<file path="config.mk">
export PLATFORM = sky130hd
export DESIGN_NAME = doubly_linked_list_manager_flat
export DESIGN_NICKNAME = d
export VERILOG_FILES = /design/src/design/dll_pkg.sv /design/src/design/dll_req_if.sv /design/src/design/dll_rsp_if.sv /design/src/design/dll_node_tbl.sv /design/src/design/dll_list_tbl.sv /design/src/design/doubly_linked_list_manager.sv /design/src/flat_wrapper.sv
export SDC_FILE = /design/constraint.sdc
export NUM_CORES = 2
export LEC_CHECK = 0
export CORE_MARGIN = 2
export CORE_UTILIZATION = 23
export DETAILED_ROUTE_END_ITERATION = 8
export DONT_BUFFER_PORTS = 1
export PLACE_DENSITY = 0.35
export SLEW_MARGIN = 20
export SYNTH_ARGS = -nofsm -noshare
export SYNTH_HDL_FRONTEND = slang
export SYNTH_SLANG_ARGS = --single-unit
</file>
<file path="constraint.sdc">
create_clock -name clk -period 4.1 [get_ports clk]
set_clock_uncertainty 0.15 [all_clocks]
set_input_delay 0.41 -clock clk [delete_from_list [all_inputs] [get_ports clk]]
set_output_delay 0.41 -clock clk [all_outputs]
set_load 0.005 [all_outputs]
</file>
<file path="src/design/dll_pkg.sv">
// Shared widths, operation codes and table write controls of the linked list manager.
package dll_pkg;

	// Default pool geometry
	localparam int NODE_COUNT_DEF = 64;
	localparam int LIST_COUNT_DEF = 4;

	// Transaction field widths
	localparam int FUNC_W    = 3;
	localparam int LIST_ID_W = 2;
	localparam int NODE_ID_W = 6;
	localparam int COUNT_W   = 7;

	// Operation codes
	typedef logic [FUNC_W-1:0] func_t;
	localparam func_t FN_CLEAN  = 3'd0;
	localparam func_t FN_HEAD   = 3'd1;
	localparam func_t FN_TAIL   = 3'd2;
	localparam func_t FN_BEFORE = 3'd3;
	localparam func_t FN_AFTER  = 3'd4;
	localparam func_t FN_REMOVE = 3'd5;

	// Write strobes into the node table
	typedef struct packed {
		logic next_we;
		logic prev_we;
		logic link_set;
		logic link_clr;
	} node_wr_t;

endpackage

</file>
<file path="src/design/dll_req_if.sv">
// Request channel: one list operation per transaction.
interface dll_req_if;
	logic                             valid;
	logic                             ready;
	logic [dll_pkg::FUNC_W-1:0]       func;
	logic [dll_pkg::LIST_ID_W-1:0]    list_id;
	logic [dll_pkg::NODE_ID_W-1:0]    node_id;
	logic [dll_pkg::NODE_ID_W-1:0]    ref_node_id;

	modport source (output valid, func, list_id, node_id, ref_node_id, input ready);
	modport sink   (input valid, func, list_id, node_id, ref_node_id, output ready);
endinterface

</file>
<file path="src/design/dll_rsp_if.sv">
// Response channel: status and state of the affected list.
interface dll_rsp_if;
	logic                             valid;
	logic                             ready;
	logic                             status;
	logic [dll_pkg::COUNT_W-1:0]      list_count;
	logic [dll_pkg::NODE_ID_W-1:0]    head_node;
	logic [dll_pkg::NODE_ID_W-1:0]    tail_node;
	logic                             list_nonempty;

	modport source (output valid, status, list_count, head_node, tail_node, list_nonempty,
		input ready);
	modport sink   (input valid, status, list_count, head_node, tail_node, list_nonempty,
		output ready);
endinterface

</file>
<file path="src/design/dll_node_tbl.sv">
// Node table: next/prev/owner memories plus the per-node linked flags.
module dll_node_tbl #(
	parameter int NODE_COUNT = dll_pkg::NODE_COUNT_DEF,
	parameter int LIST_COUNT = dll_pkg::LIST_COUNT_DEF
) (
	input  logic                                               clk,
	input  logic                                               arst_n,
	input  dll_pkg::node_wr_t                                  wr,
	// shared read port, data registered
	input  logic                                               rd_en,
	input  logic [$clog2(NODE_COUNT)-1:0]                      rd_idx,
	output logic [$clog2(NODE_COUNT + 1)-1:0]                  next_rd,
	output logic [$clog2(NODE_COUNT + 1)-1:0]                  prev_rd,
	output logic [((LIST_COUNT > 1) ? $clog2(LIST_COUNT) : 1)-1:0] owner_rd,
	// write ports
	input  logic [$clog2(NODE_COUNT)-1:0]                      next_wa,
	input  logic [$clog2(NODE_COUNT + 1)-1:0]                  next_wd,
	input  logic [$clog2(NODE_COUNT)-1:0]                      prev_wa,
	input  logic [$clog2(NODE_COUNT + 1)-1:0]                  prev_wd,
	input  logic [$clog2(NODE_COUNT)-1:0]                      link_idx,
	input  logic [((LIST_COUNT > 1) ? $clog2(LIST_COUNT) : 1)-1:0] owner_wd,
	// linked flag lookups
	input  logic [$clog2(NODE_COUNT)-1:0]                      lk_a_idx,
	input  logic [$clog2(NODE_COUNT)-1:0]                      lk_b_idx,
	output logic                                               lk_a,
	output logic                                               lk_b
);
	localparam int PW = $clog2(NODE_COUNT + 1);
	localparam int LW = (LIST_COUNT > 1) ? $clog2(LIST_COUNT) : 1;

	logic [PW-1:0]         next_mem  [NODE_COUNT];
	logic [PW-1:0]         prev_mem  [NODE_COUNT];
	logic [LW-1:0]         owner_mem [NODE_COUNT];
	logic [NODE_COUNT-1:0] linked_q;

	// Memories: one write each per cycle, registered read
	always_ff @(posedge clk) begin
		if (wr.next_we) begin
			next_mem[next_wa] <= next_wd;
		end
		if (wr.prev_we) begin
			prev_mem[prev_wa] <= prev_wd;
		end
		if (wr.link_set) begin
			owner_mem[link_idx] <= owner_wd;
		end
		if (rd_en) begin
			next_rd  <= next_mem[rd_idx];
			prev_rd  <= prev_mem[rd_idx];
			owner_rd <= owner_mem[rd_idx];
		end
	end

	// Linked flags double as valid bits for the memories
	always_ff @(posedge clk or negedge arst_n) begin
		if (!arst_n) begin
			linked_q <= '0;
		end else begin
			if (wr.link_set) begin
				linked_q[link_idx] <= 1'b1;
			end else if (wr.link_clr) begin
				linked_q[link_idx] <= 1'b0;
			end
		end
	end

	assign lk_a = linked_q[lk_a_idx];
	assign lk_b = linked_q[lk_b_idx];

endmodule

</file>
<file path="src/design/dll_list_tbl.sv">
// List table: {size, head, tail} record per list, a clear valid bit reads as empty list.
module dll_list_tbl #(
	parameter int NODE_COUNT = dll_pkg::NODE_COUNT_DEF,
	parameter int LIST_COUNT = dll_pkg::LIST_COUNT_DEF
) (
	input  logic                                               clk,
	input  logic                                               arst_n,
	input  logic                                               rd_en,
	input  logic [((LIST_COUNT > 1) ? $clog2(LIST_COUNT) : 1)-1:0] rd_addr,
	output logic [3*$clog2(NODE_COUNT + 1)-1:0]                rd_data,
	input  logic                                               wr_en,
	input  logic [((LIST_COUNT > 1) ? $clog2(LIST_COUNT) : 1)-1:0] wr_addr,
	input  logic [3*$clog2(NODE_COUNT + 1)-1:0]                wr_data
);
	localparam int PW = $clog2(NODE_COUNT + 1);
	localparam int RW = 3 * PW;
	localparam logic [PW-1:0] NIL = PW'(NODE_COUNT);

	logic [RW-1:0]         rec_mem [LIST_COUNT];
	logic [LIST_COUNT-1:0] valid_q;
	logic [RW-1:0]         rd_raw_q;
	logic                  rd_vld_q;

	// Record memory
	always_ff @(posedge clk) begin
		if (wr_en) begin
			rec_mem[wr_addr] <= wr_data;
		end
		if (rd_en) begin
			rd_raw_q <= rec_mem[rd_addr];
		end
	end

	// Valid bits, one per list
	always_ff @(posedge clk or negedge arst_n) begin
		if (!arst_n) begin
			valid_q  <= '0;
			rd_vld_q <= 1'b0;
		end else begin
			if (wr_en) begin
				valid_q[wr_addr] <= 1'b1;
			end
			if (rd_en) begin
				rd_vld_q <= valid_q[rd_addr];
			end
		end
	end

	// Never written: empty list
	assign rd_data = rd_vld_q ? rd_raw_q : {PW'(0), NIL, NIL};

endmodule

</file>
<file path="src/design/doubly_linked_list_manager.sv">
// Top level: sequencer over the node and list tables with a shared +/-1 unit.
//
//  channel | dir | payload                                            | handshake
//  req     | in  | func, list_id, node_id, ref_node_id                | valid/ready
//  rsp     | out | status, list_count, head_node, tail_node, nonempty | valid/ready
//
// Steps: check, node read (before/after/remove), list read, link+link2 (insert),
// unlink+list write (remove) or walk+walk read per node, list write (clean); done.
// Failures skip to done, which idles as valid rises. Steps are dependent table accesses.
// Reset clears the linked flags and list valid bits at once; no clearing pass.
// req.ready is high only in idle; a parked response does not block the next request,
// which waits in its done step only while the previous response is still unaccepted.
module doubly_linked_list_manager #(
	parameter int NODE_COUNT = dll_pkg::NODE_COUNT_DEF,
	parameter int LIST_COUNT = dll_pkg::LIST_COUNT_DEF
) (
	input logic          clk,
	input logic          arst_n,
	dll_req_if.sink      req,
	dll_rsp_if.source    rsp
);
	localparam int IW = $clog2(NODE_COUNT);
	localparam int PW = $clog2(NODE_COUNT + 1);
	localparam int LW = (LIST_COUNT > 1) ? $clog2(LIST_COUNT) : 1;
	localparam int RW = 3 * PW;
	localparam logic [PW-1:0] NIL = PW'(NODE_COUNT);

	typedef enum logic [3:0] {
		S_IDLE, S_CHECK, S_NREAD, S_LREAD, S_LINK, S_LINK2,
		S_UNLINK, S_LWR, S_WALK, S_WALK_RD, S_DONE
	} state_t;

	state_t                        state_q;
	dll_pkg::func_t                op_q;
	logic [dll_pkg::LIST_ID_W-1:0] lid_q;
	logic [dll_pkg::NODE_ID_W-1:0] x_q;
	logic [dll_pkg::NODE_ID_W-1:0] r_q;
	logic [LW-1:0]                 l_q;
	logic [PW-1:0]                 p_q, n_q, cur_q, steps_q;
	logic [PW-1:0]                 size_q, head_q, tail_q;
	logic                          fail_q, have_q;

	logic                          out_valid_q, status_q, nonempty_q;
	logic [dll_pkg::COUNT_W-1:0]   count_q;
	logic [dll_pkg::NODE_ID_W-1:0] head_out_q, tail_out_q;

	// Table hookups
	dll_pkg::node_wr_t node_wr;
	logic              n_rd_en;
	logic [IW-1:0]     n_rd_idx, next_wa, prev_wa, link_idx;
	logic [PW-1:0]     next_rd, prev_rd, next_wd, prev_wd;
	logic [LW-1:0]     owner_rd;
	logic              lk_x, lk_r;
	logic              l_rd_en, l_wr_en;
	logic [LW-1:0]     l_rd_addr;
	logic [RW-1:0]     l_rd_data;

	// Decoded checks
	logic          x_ok, r_ok, lid_ok, owner_ok, done_walk, out_load;
	logic [IW-1:0] xi, ri;
	logic [PW-1:0] xptr, rptr;
	logic [PW-1:0] rd_size, rd_head, rd_tail;

	// Shared increment/decrement unit
	logic [PW-1:0] au_a, au_y;
	logic          au_dec;

	assign x_ok     = 32'(x_q) < NODE_COUNT;
	assign r_ok     = 32'(r_q) < NODE_COUNT;
	assign lid_ok   = 32'(lid_q) < LIST_COUNT;
	assign owner_ok = 32'(owner_rd) < LIST_COUNT;
	assign xi       = IW'(x_q);
	assign ri       = IW'(r_q);
	assign xptr     = PW'(x_q);
	assign rptr     = PW'(r_q);
	assign {rd_size, rd_head, rd_tail} = l_rd_data;
	assign done_walk = (cur_q == NIL) || (steps_q == PW'(NODE_COUNT));
	assign out_load  = (state_q == S_DONE) && (!out_valid_q || rsp.ready);

	assign au_a   = (state_q == S_WALK_RD) ? steps_q : size_q;
	assign au_dec = (state_q == S_UNLINK);
	assign au_y   = au_dec ? (au_a - PW'(1)) : (au_a + PW'(1));

	// Table control per step
	always_comb begin
		node_wr   = '0;
		n_rd_en   = 1'b0;
		n_rd_idx  = (op_q == dll_pkg::FN_REMOVE) ? xi : ri;
		next_wa   = xi;
		next_wd   = n_q;
		prev_wa   = xi;
		prev_wd   = p_q;
		link_idx  = xi;
		l_rd_en   = 1'b0;
		l_rd_addr = LW'(lid_q);
		l_wr_en   = 1'b0;
		unique case (state_q)
			S_CHECK: begin
				n_rd_en = 1'b1;
				l_rd_en = 1'b1;
			end
			S_NREAD: begin
				l_rd_en   = 1'b1;
				l_rd_addr = owner_rd;
			end
			S_LINK: begin
				node_wr.next_we  = 1'b1;
				node_wr.prev_we  = 1'b1;
				node_wr.link_set = 1'b1;
			end
			S_LINK2: begin
				node_wr.next_we = (p_q != NIL);
				next_wa         = IW'(p_q);
				next_wd         = xptr;
				node_wr.prev_we = (n_q != NIL);
				prev_wa         = IW'(n_q);
				prev_wd         = xptr;
				l_wr_en         = 1'b1;
			end
			S_UNLINK: begin
				node_wr.next_we  = (p_q != NIL);
				next_wa          = IW'(p_q);
				next_wd          = n_q;
				node_wr.prev_we  = (n_q != NIL);
				prev_wa          = IW'(n_q);
				prev_wd          = p_q;
				node_wr.link_clr = 1'b1;
			end
			S_LWR: begin
				l_wr_en = 1'b1;
			end
			S_WALK: begin
				n_rd_en          = !done_walk;
				n_rd_idx         = IW'(cur_q);
				link_idx         = IW'(cur_q);
				node_wr.link_clr = !done_walk;
			end
			S_IDLE, S_LREAD, S_WALK_RD, S_DONE: begin
			end
			default: begin
			end
		endcase
	end

	dll_node_tbl #(.NODE_COUNT(NODE_COUNT), .LIST_COUNT(LIST_COUNT)) u_node_tbl (
		.clk      (clk),
		.arst_n   (arst_n),
		.wr       (node_wr),
		.rd_en    (n_rd_en),
		.rd_idx   (n_rd_idx),
		.next_rd  (next_rd),
		.prev_rd  (prev_rd),
		.owner_rd (owner_rd),
		.next_wa  (next_wa),
		.next_wd  (next_wd),
		.prev_wa  (prev_wa),
		.prev_wd  (prev_wd),
		.link_idx (link_idx),
		.owner_wd (l_q),
		.lk_a_idx (xi),
		.lk_b_idx (ri),
		.lk_a     (lk_x),
		.lk_b     (lk_r)
	);

	dll_list_tbl #(.NODE_COUNT(NODE_COUNT), .LIST_COUNT(LIST_COUNT)) u_list_tbl (
		.clk     (clk),
		.arst_n  (arst_n),
		.rd_en   (l_rd_en),
		.rd_addr (l_rd_addr),
		.rd_data (l_rd_data),
		.wr_en   (l_wr_en),
		.wr_addr (l_q),
		.wr_data ({size_q, head_q, tail_q})
	);

	// Sequencer and response register
	always_ff @(posedge clk or negedge arst_n) begin
		if (!arst_n) begin
			state_q     <= S_IDLE;
			op_q        <= dll_pkg::FN_CLEAN;
			fail_q      <= 1'b0;
			have_q      <= 1'b0;
			steps_q     <= '0;
			out_valid_q <= 1'b0;
		end else begin
			if (out_valid_q && rsp.ready) begin
				out_valid_q <= 1'b0;
			end
			unique case (state_q)
				S_IDLE: begin
					if (req.valid) begin
						op_q    <= req.func;
						lid_q   <= req.list_id;
						x_q     <= req.node_id;
						r_q     <= req.ref_node_id;
						fail_q  <= 1'b0;
						have_q  <= 1'b0;
						state_q <= S_CHECK;
					end
				end
				S_CHECK: begin
					l_q <= LW'(lid_q);
					unique case (op_q)
						dll_pkg::FN_CLEAN, dll_pkg::FN_HEAD, dll_pkg::FN_TAIL: begin
							fail_q  <= !lid_ok;
							state_q <= lid_ok ? S_LREAD : S_DONE;
						end
						dll_pkg::FN_BEFORE, dll_pkg::FN_AFTER: begin
							fail_q  <= !(r_ok && lk_r);
							state_q <= (r_ok && lk_r) ? S_NREAD : S_DONE;
						end
						dll_pkg::FN_REMOVE: begin
							fail_q  <= !(x_ok && lk_x);
							state_q <= (x_ok && lk_x) ? S_NREAD : S_DONE;
						end
						default: begin
							fail_q  <= 1'b1;
							state_q <= S_DONE;
						end
					endcase
				end
				S_NREAD: begin
					l_q <= owner_rd;
					p_q <= (op_q == dll_pkg::FN_AFTER) ? rptr : prev_rd;
					n_q <= (op_q == dll_pkg::FN_BEFORE) ? rptr : next_rd;
					if (!owner_ok) begin
						fail_q  <= 1'b1;
						state_q <= S_DONE;
					end else begin
						state_q <= S_LREAD;
					end
				end
				S_LREAD: begin
					size_q <= rd_size;
					head_q <= rd_head;
					tail_q <= rd_tail;
					have_q <= 1'b1;
					if (op_q == dll_pkg::FN_CLEAN) begin
						cur_q   <= (rd_size != '0) ? rd_head : NIL;
						steps_q <= '0;
						state_q <= S_WALK;
					end else if (op_q == dll_pkg::FN_REMOVE) begin
						state_q <= S_UNLINK;
					end else if (!x_ok || lk_x) begin
						fail_q  <= 1'b1;
						state_q <= S_DONE;
					end else begin
						if (op_q == dll_pkg::FN_HEAD) begin
							p_q <= NIL;
							n_q <= (rd_size != '0) ? rd_head : NIL;
						end else if (op_q == dll_pkg::FN_TAIL) begin
							p_q <= (rd_size != '0) ? rd_tail : NIL;
							n_q <= NIL;
						end
						state_q <= S_LINK;
					end
				end
				S_LINK: begin
					if (p_q == NIL) begin
						head_q <= xptr;
					end
					if (n_q == NIL) begin
						tail_q <= xptr;
					end
					if (32'(size_q) < NODE_COUNT) begin
						size_q <= au_y;
					end
					state_q <= S_LINK2;
				end
				S_LINK2: begin
					state_q <= S_DONE;
				end
				S_UNLINK: begin
					if (p_q == NIL) begin
						head_q <= n_q;
					end
					if (n_q == NIL) begin
						tail_q <= p_q;
					end
					if (size_q != '0) begin
						size_q <= au_y;
					end
					state_q <= S_LWR;
				end
				S_LWR: begin
					state_q <= S_DONE;
				end
				S_WALK: begin
					if (done_walk) begin
						size_q  <= '0;
						head_q  <= NIL;
						tail_q  <= NIL;
						state_q <= S_LWR;
					end else begin
						state_q <= S_WALK_RD;
					end
				end
				S_WALK_RD: begin
					cur_q   <= next_rd;
					steps_q <= au_y;
					state_q <= S_WALK;
				end
				S_DONE: begin
					if (out_load) begin
						out_valid_q <= 1'b1;
						status_q    <= fail_q;
						if (have_q && size_q != '0) begin
							count_q    <= dll_pkg::COUNT_W'(size_q);
							head_out_q <= dll_pkg::NODE_ID_W'(head_q);
							tail_out_q <= dll_pkg::NODE_ID_W'(tail_q);
							nonempty_q <= 1'b1;
						end else begin
							count_q    <= '0;
							head_out_q <= '0;
							tail_out_q <= '0;
							nonempty_q <= 1'b0;
						end
						state_q <= S_IDLE;
					end
				end
				default: begin
					state_q <= S_IDLE;
				end
			endcase
		end
	end

	assign req.ready         = (state_q == S_IDLE);
	assign rsp.valid         = out_valid_q;
	assign rsp.status        = status_q;
	assign rsp.list_count    = count_q;
	assign rsp.head_node     = head_out_q;
	assign rsp.tail_node     = tail_out_q;
	assign rsp.list_nonempty = nonempty_q;

	// Clean walk never runs past the pool size
	a_walk_bound: assert property (@(posedge clk) disable iff (!arst_n)
		32'(steps_q) <= NODE_COUNT)
		else $error("clean walk step count beyond pool size");

	// A node being linked is never its own neighbor
	a_link_distinct: assert property (@(posedge clk) disable iff (!arst_n)
		(state_q == S_LINK) |-> (p_q != xptr && n_q != xptr))
		else $error("link neighbor equals inserted node");

	// An empty report carries no head, tail or count
	a_empty_zero: assert property (@(posedge clk) disable iff (!arst_n)
		(out_valid_q && !nonempty_q) |-> (count_q == '0 && head_out_q == '0 && tail_out_q == '0))
		else $error("empty list reported with nonzero fields");

	// A new response is only loaded from the done step
	a_rsp_source: assert property (@(posedge clk) disable iff (!arst_n)
		$rose(out_valid_q) |-> $past(state_q == S_DONE))
		else $error("response raised outside done step");

endmodule

</file>
<file path="src/flat_wrapper.sv">
// flat-port wrapper written by rule: the top's interface ports become plain ports
module doubly_linked_list_manager_flat 
#(
	parameter int NODE_COUNT = dll_pkg::NODE_COUNT_DEF,
	parameter int LIST_COUNT = dll_pkg::LIST_COUNT_DEF
)
  (clk, arst_n, req_valid, req_func, req_list_id, req_node_id, req_ref_node_id, req_ready, rsp_valid, rsp_status, rsp_list_count, rsp_head_node, rsp_tail_node, rsp_list_nonempty, rsp_ready);
  dll_req_if req_i ();
  dll_rsp_if rsp_i ();
  input logic clk;
  input logic arst_n;
  input wire logic [$bits(req_i.valid)-1:0] req_valid;
  input wire logic [$bits(req_i.func)-1:0] req_func;
  input wire logic [$bits(req_i.list_id)-1:0] req_list_id;
  input wire logic [$bits(req_i.node_id)-1:0] req_node_id;
  input wire logic [$bits(req_i.ref_node_id)-1:0] req_ref_node_id;
  output wire logic [$bits(req_i.ready)-1:0] req_ready;
  output wire logic [$bits(rsp_i.valid)-1:0] rsp_valid;
  output wire logic [$bits(rsp_i.status)-1:0] rsp_status;
  output wire logic [$bits(rsp_i.list_count)-1:0] rsp_list_count;
  output wire logic [$bits(rsp_i.head_node)-1:0] rsp_head_node;
  output wire logic [$bits(rsp_i.tail_node)-1:0] rsp_tail_node;
  output wire logic [$bits(rsp_i.list_nonempty)-1:0] rsp_list_nonempty;
  input wire logic [$bits(rsp_i.ready)-1:0] rsp_ready;
  assign req_i.valid = req_valid;
  assign req_i.func = req_func;
  assign req_i.list_id = req_list_id;
  assign req_i.node_id = req_node_id;
  assign req_i.ref_node_id = req_ref_node_id;
  assign req_ready = req_i.ready;
  assign rsp_valid = rsp_i.valid;
  assign rsp_status = rsp_i.status;
  assign rsp_list_count = rsp_i.list_count;
  assign rsp_head_node = rsp_i.head_node;
  assign rsp_tail_node = rsp_i.tail_node;
  assign rsp_list_nonempty = rsp_i.list_nonempty;
  assign rsp_i.ready = rsp_ready;
  doubly_linked_list_manager #(.NODE_COUNT(NODE_COUNT), .LIST_COUNT(LIST_COUNT)) u_core (.clk(clk), .arst_n(arst_n), .req(req_i), .rsp(rsp_i));
endmodule
</file>
# Word level (Yosys, flattened, before mapping)
# Memory sizes are Yosys's and may differ from the RTL's. A register that Yosys moved wholly into a read port is not among the register bits.
# Cells that the tools add are included.
word_totals:
  regBits: 165
  ramBits: 1108
  in_bits: 21
  out_inout_bits: 23
  n_memories: 4
memory_table:
  columns: ["memory", "depth", "width", "read_ports", "rd_ports_with_merged_regs", "wr", "line", "source"]
  rows:
  - ["u_core.u_node_tbl.next_mem", 64, 7, 1, 1, 1, "dll_node_tbl.sv:31", "logic [PW-1:0] next_mem [NODE_COUNT];"]
  - ["u_core.u_node_tbl.prev_mem", 64, 7, 1, 1, 1, "dll_node_tbl.sv:32", "logic [PW-1:0] prev_mem [NODE_COUNT];"]
  - ["u_core.u_node_tbl.owner_mem", 64, 2, 1, 1, 1, "dll_node_tbl.sv:33", "logic [LW-1:0] owner_mem [NODE_COUNT];"]
  - ["u_core.u_list_tbl.rec_mem", 4, 21, 1, 1, 1, "dll_list_tbl.sv:19", "logic [RW-1:0] rec_mem [LIST_COUNT];"]
op_classes:
  addsub: 2
  order_cmp: 8
  n_eq_ne: 36
  muxes: 90
  bitwise: 4
  n_reduce_logical: 40
ops:
  columns: ["operator", "n"]
  rows:
  - ["2-to-1 mux 7 bit", 28]
  - ["2-to-1 mux 64 bit", 2]
  - ["one-hot mux 7 bit (4 select lines)", 3]
  - ["bitwise AND 64 bit", 1]
  - ["NOT 64 bit", 1]
  - ["OR 64 bit", 1]
  - ["one-hot mux 7 bit (2 select lines)", 4]
  - ["one-hot mux 4 bit (10 select lines)", 1]
  - ["2-to-1 mux 4 bit", 8]
  - ["2-to-1 mux 6 bit", 5]
  - ["== test 7 bit, second input constant", 4]
  - ["2-to-1 mux 1 bit", 24]
  - ["less-than comparator 6 x 7 -> 1 bit, second input constant", 3]
  - ["2-to-1 mux 21 bit", 1]
  - ["AND reduction 5 bit", 4]
  - ["== test 4 x 3 -> 1 bit, second input constant", 4]
  - ["inequality test 2 x 1 -> 1 bit, second input constant", 7]
  - ["inequality test 2 bit, second input constant", 7]
  - ["inequality test 7 bit, second input constant", 2]
  - ["nonzero test 7 bit", 2]
  - ["binary-select mux 1 bit (select 6 bit)", 2]
  - ["== test 4 bit, second input constant", 3]
  - ["one-hot mux 4 bit (3 select lines)", 1]
  - ["AND reduction 2 bit", 5]
  - ["32 further kinds", 57]

# Depth between registers and ports, before layout
depth:
  word_depth: 10
  mapped_depth: 14

# Modules after synthesis
# From an unflattened synthesis, not the netlist that was laid out.
hier_totals:
  cells_unflattened: 2974
  area_unflattened_um2: 53339.9
by_module_without_submodules:
  columns: ["module", "n_inst", "cells_each", "area_each_um2"]
  rows:
  - ["dll_node_tbl", 1, 2303, 44116.1]
  - ["doubly_linked_list_manager", 1, 497, 5167.5]
  - ["dll_list_tbl", 1, 174, 4056.4]

# Least setup slack after synthesis
# Ideal clock, no wire load.
synth_timing:
  path_kind: "register to register"
  start: "register u_core.state_q[3]"
  end: "memory u_core.u_node_tbl.next_mem[0][3] in the netlist's numbering (data pin)"
  arrival_ns: 3.621
  t_required_ns: 3.248
  slack_ns: -0.373
  stages_incl_launch_ff: 6
  synth_period_minus_slack_ns: 4.473
  path_cell_list: "dfrtp_1 clkbuf_1 nand2b_1 clkbuf_1 nor2_1 o21ai_0"
synth_via:
  elab_chain_len: 2
synth_rtl:
  columns: ["item", "line", "source"]
  rows:
  - ["from (decl)", "doubly_linked_list_manager.sv:33", "state_t state_q;"]
  - ["from (signal assigned)", "doubly_linked_list_manager.sv:207", "state_q <= lid_ok ? S_LREAD : S_DONE;"]
  - ["from (signal assigned)", "doubly_linked_list_manager.sv:211", "state_q <= (r_ok && lk_r) ? S_NREAD : S_DONE;"]
  - ["from (signal assigned)", "doubly_linked_list_manager.sv:215", "state_q <= (x_ok && lk_x) ? S_NREAD : S_DONE;"]
  - ["== test 4 x 3 -> 1 bit", "doubly_linked_list_manager.sv:97", "unique case (state_q)"]
  - ["2-to-1 mux 7 bit", "doubly_linked_list_manager.sv:97", null]
  - ["via u_core.next_wd[3]", "doubly_linked_list_manager.sv:51", "logic [PW-1:0] next_rd, prev_rd, next_wd, prev_wd;"]
  - ["to (decl)", "dll_node_tbl.sv:31", null]
# The timed path passes the listed nets, and every way through them passes these cells.

# Worst setup path after layout
layout_timing:
  start: "register u_core.state_q[0]"
  end: "register u_core.u_node_tbl.next_rd[6], read port of u_core.u_node_tbl.next_mem (data pin)"
layout_via:
  elab_chain_len: 2
  elab_cells_between_ends: 4
layout_rtl:
  columns: ["item", "line", "source"]
  rows:
  - ["== test 4 bit / == test 4 x 1 -> 1 bit (equally long branches)", "doubly_linked_list_manager.sv:97", null]
  - ["one-hot mux 1 bit (2 select lines) / 2-to-1 mux 6 bit (equally long branches)", "doubly_linked_list_manager.sv:97", null]
  - ["to (decl)", "dll_node_tbl.sv:12", "output logic [$clog2(NODE_COUNT + 1)-1:0] next_rd,"]
# Parallel ways exist; a longest one is shown, timed or not.
# A chain may end at the register's enable or synchronous reset.

==> flow_summary_export.csv <==
group,metric,value,unit
yosys,yosys_warnings,0,
cts,clkLatencyLatePin,0.82,ns
sta,fmax,0.252,GHz
critical_path,crit_family,"compound AO/OA/AOI/OAI gates",
grt,grt_pass1_wl,254000,µm
sta,final.period_utilization,96.6,%
worst_hold_path,hold_class,"in2reg",
sta,tightest_slew,1.06,ns
yosys,synth_ff_type,"edfxtp_1",
placed_design,post-place-ws,0.175,ns
die,row_count,177,
power_and_ir_drop,swShare,34.9,%
critical_path,crit_buf_inv,4,
cts,cts_tree,"built",
cts,root_buffer,"clkbuf_16",
routing,routed_wl,178000,µm
routing,ant_nets,0,
power_and_ir_drop,power_density,684,mW/mm²
critical_path,required,4.49,ns
yosys,netlist_area,0.0536,mm²
placed_design,gp_routability_congestion,0.770,
die,initial_core_util,23.1,%
die,dieArea,0.237,mm²
critical_path,crit_slowest_cell,"a2111oi_0",
power_and_ir_drop,p_int,29.0,mW
grt,grt_pass1_vias,33000,
cts,numClockSinks,1310,
yosys,yosys-top-cells-area,"edfxtp_1, nand2_1, mux4_2",
critical_path,timing.rr.start,"u_core.state_q[0]$_DFFE_PN0P_",
critical_path,worstPathMaxFanout,43,
finish,layout.cells.non_filler,7185,
sta,slew_headroom,28.9,%
yosys,synthArstFlopShare,6.56,%
yosys,synth_common_cells,"edfxtp_1, nand2_1, nor2_1, mux2i_1, o21ai_0",
cts,numCtsBuffers,156,
cts,clockBufferDepth,3,
routing,routed_via_density,4.52,
power_and_ir_drop,leakagePower,21.9,nW
sta,period_needed,3.96,ns
sta,drv_slew,0,
grt,overflow,0,
sta,rsz0062_at_grt,"false",
status,status,"finished, final reports clean",
yosys,synth_seq_area_share,72.6,%
critical_path,r2r_end,"u_core.u_node_tbl.next_rd[6]$_DFFE_PP_",
die,core_area,0.232,mm²
critical_path,path_class,"reg2reg",
power_and_ir_drop,power,44.5,mW
die,die_x,487,µm
yosys,ys_seq_elements,1310,
routing,first_iter_violations,2715,
cts,post_cts_buffers,0,
finish,final_util,28.0,%
worst_hold_path,hold-path-endpoint,"u_core.head_q[6]$_DFFE_PP_",
worst_hold_path,hp-start,"arst_n",
routing,vias,32500,
yosys,ys_types,74,
die,die_h,487,µm
die,io_pins,44,
cts,cts.clk_slew.worst_paths,0.06,ns
sta,whs,0.0645,ns
placed_design,io_buffers,0,
finish,fin_area,0.0650,mm²
yosys,synth_top_area_cell,"edfxtp_1",
sta,timing.final.ws_setup,0.139,ns
yosys,synth_nets,3718,
power_and_ir_drop,peakVddDrop,395,µV
sta,hold_viol_final,0,
critical_path,worstPathArrival,4.35,ns
critical_path,r2r_cells,11,
power_and_ir_drop,p_sw,15.5,mW
critical_path,cpPeakStageDelay,0.64,ns
routing,drc,0,
cts,cts_max_level,4,
critical_path,cp-start-kind,"register",
critical_path,crit_top_cell,"buf_4",
yosys,netlist_instances,3691,
worst_hold_path,min_path_cells,3,
finish,syn2layout_area_growth,21.3,%
yosys,avgSynthCellArea,14.5,µm²
power_and_ir_drop,p_comb_share,31.1,%
power_and_ir_drop,clkPwrFrac,30.7,%
grt,grt_usage,14.9,%
yosys,synth-edff-count,1224,
grt,grt_antenna_before_repair,5,
yosys,synthDominantCellAreaShare,68.6,%
finish,layout.nets,4042,
routing,drt-wirelength-per-cell,24.7,µm
yosys,yosys.cell_count.top_type,"edfxtp_1",
critical_path,cp.depth,11,
finish,drive_gt1_share,17.9,%
run,drv_cap,0,
routing,dr.pass1.iters,5,
power_and_ir_drop,pwr-share-seq,38.2,%
critical_path,crit_chain,"buf_4, nor4b_4, buf_4, a211o_1, o21a_4, buf_12, mux4_2, a2111oi_0, buf_4, o211a_1, a31oi_1",
critical_path,cp-end-kind,"register",
placed_design,place_hpwl,117000,µm
placed_design,place_inst,6876,
grt,grt_max_degree,91,
placed_design,placed_area,0.0598,mm²
critical_path,r2r_slack,0.14,ns
sta,fin_setup_tns,0,ns
sta,setup_violations,0,
cells by family after synthesis:
kind of cell / share of synthesized area, %
simple gates: 9.92
mux: 8.26
fa+ha+maj: 0.154
xor+xnor: 0.114
flops: 72.6
compound gates: 6.95
buf+inv: 2.01
cell type report:
cell class | count | area, µm²
flip-flops and latches | 1310 | 38900
clock buffers | 198 | 4090
diodes | 4 | 10.0
repair buffers | 388 | 3430
multi-input cells | 2144 | 13800
inverters | 15 | 56.3
clock inverters | 83 | 895
well taps | 3043 | 3810
fillers | 23500 | 167000
metal layers:
layer	up-vias	wire length (µm)	track usage [%]
met1	16900	84700	21.0
met2	678	83000	23.8
li1	14800	-	-
met4	2	3610	3.81
met3	192	6390	2.20
met5	-	7	0
sequential cells by signal, summed over array words and instances, names as in the netlist, 21 cells and up, named ones only:
signal and cells:
u_core.u_node_tbl.next_mem 448, u_core.u_node_tbl.prev_mem 448, u_core.u_node_tbl.owner_mem 128, u_core.u_list_tbl.rec_mem 84, u_core.u_list_tbl.rd_raw_q 21
worst min-delay path, cell delays in order:
cell and delay, ns:
o211ai_1 0.20, a21oi_1 0.07, buf_4 0.17
worst max-delay path by stage:
stage / start / endpoint / slack (ns)
after floorplan: u_core.state_q[3]$_DFFE_PN0P_ / u_core.u_node_tbl.next_mem[0][3]$_DFFE_PP_ / -0.37
after global placement: u_core.state_q[0]$_DFFE_PN0P_ / u_core.u_node_tbl.next_rd[6]$_DFFE_PP_ / 0.16
after detailed placement: u_core.state_q[0]$_DFFE_PN0P_ / u_core.u_node_tbl.owner_rd[0]$_DFFE_PP_ / 0.18
after CTS: u_core.state_q[1]$_DFFE_PN0P_ / u_core.u_node_tbl.next_rd[6]$_DFFE_PP_ / 0.14
after global routing: u_core.state_q[0]$_DFFE_PN0P_ / u_core.u_node_tbl.next_rd[6]$_DFFE_PP_ / 0.01
final: u_core.state_q[0]$_DFFE_PN0P_ / u_core.u_node_tbl.next_rd[6]$_DFFE_PP_ / 0.14
timing repair:
action,in CTS,in global routing
endpoints found under the hold margin,139,0
hold buffers,24,0
gates resized for setup,0,1
setup endpoints to repair,0,1
power by group through the flow:
stage	Sequential [mW]	Clock [mW]	Combinational, mW
finish	17.0	13.7	13.9
detailed placement	17.3	0	14.2
floorplan	16.9	0	7.88
global placement	17.3	0	14.2
CTS	17.0	14.1	14.2
global route	17.1	14.6	15.0
placed cells by master (no fill, tap or decap), types with 11 or more instances in the layout:
master	count
a2111oi_0	23
a21oi_1	98
a221oi_1	17
a22o_1	11
a22oi_1	16
a31oi_1	71
and2_1	26
and3_1	39
buf_12	35
buf_4	329
bufinv_16	12
clkbuf_1	40
clkbuf_16	157
clkinv_1	32
clkinv_2	23
dfrtp_1	86
dlygate4sd3_1	23
edfxtp_1	1224
inv_1	14
mux2i_1	202
mux4_2	101
nand2_1	650
nand2_2	12
nand2b_1	19
nand3_1	106
nand3b_1	12
nand4_1	23
nor2_1	231
nor2b_1	15
nor4_1	23
o2111ai_1	15
o211a_1	15
o21ai_0	183
o22ai_1	82
o31ai_1	12
or4_1	19
Power figures use the tool's default switching activity.
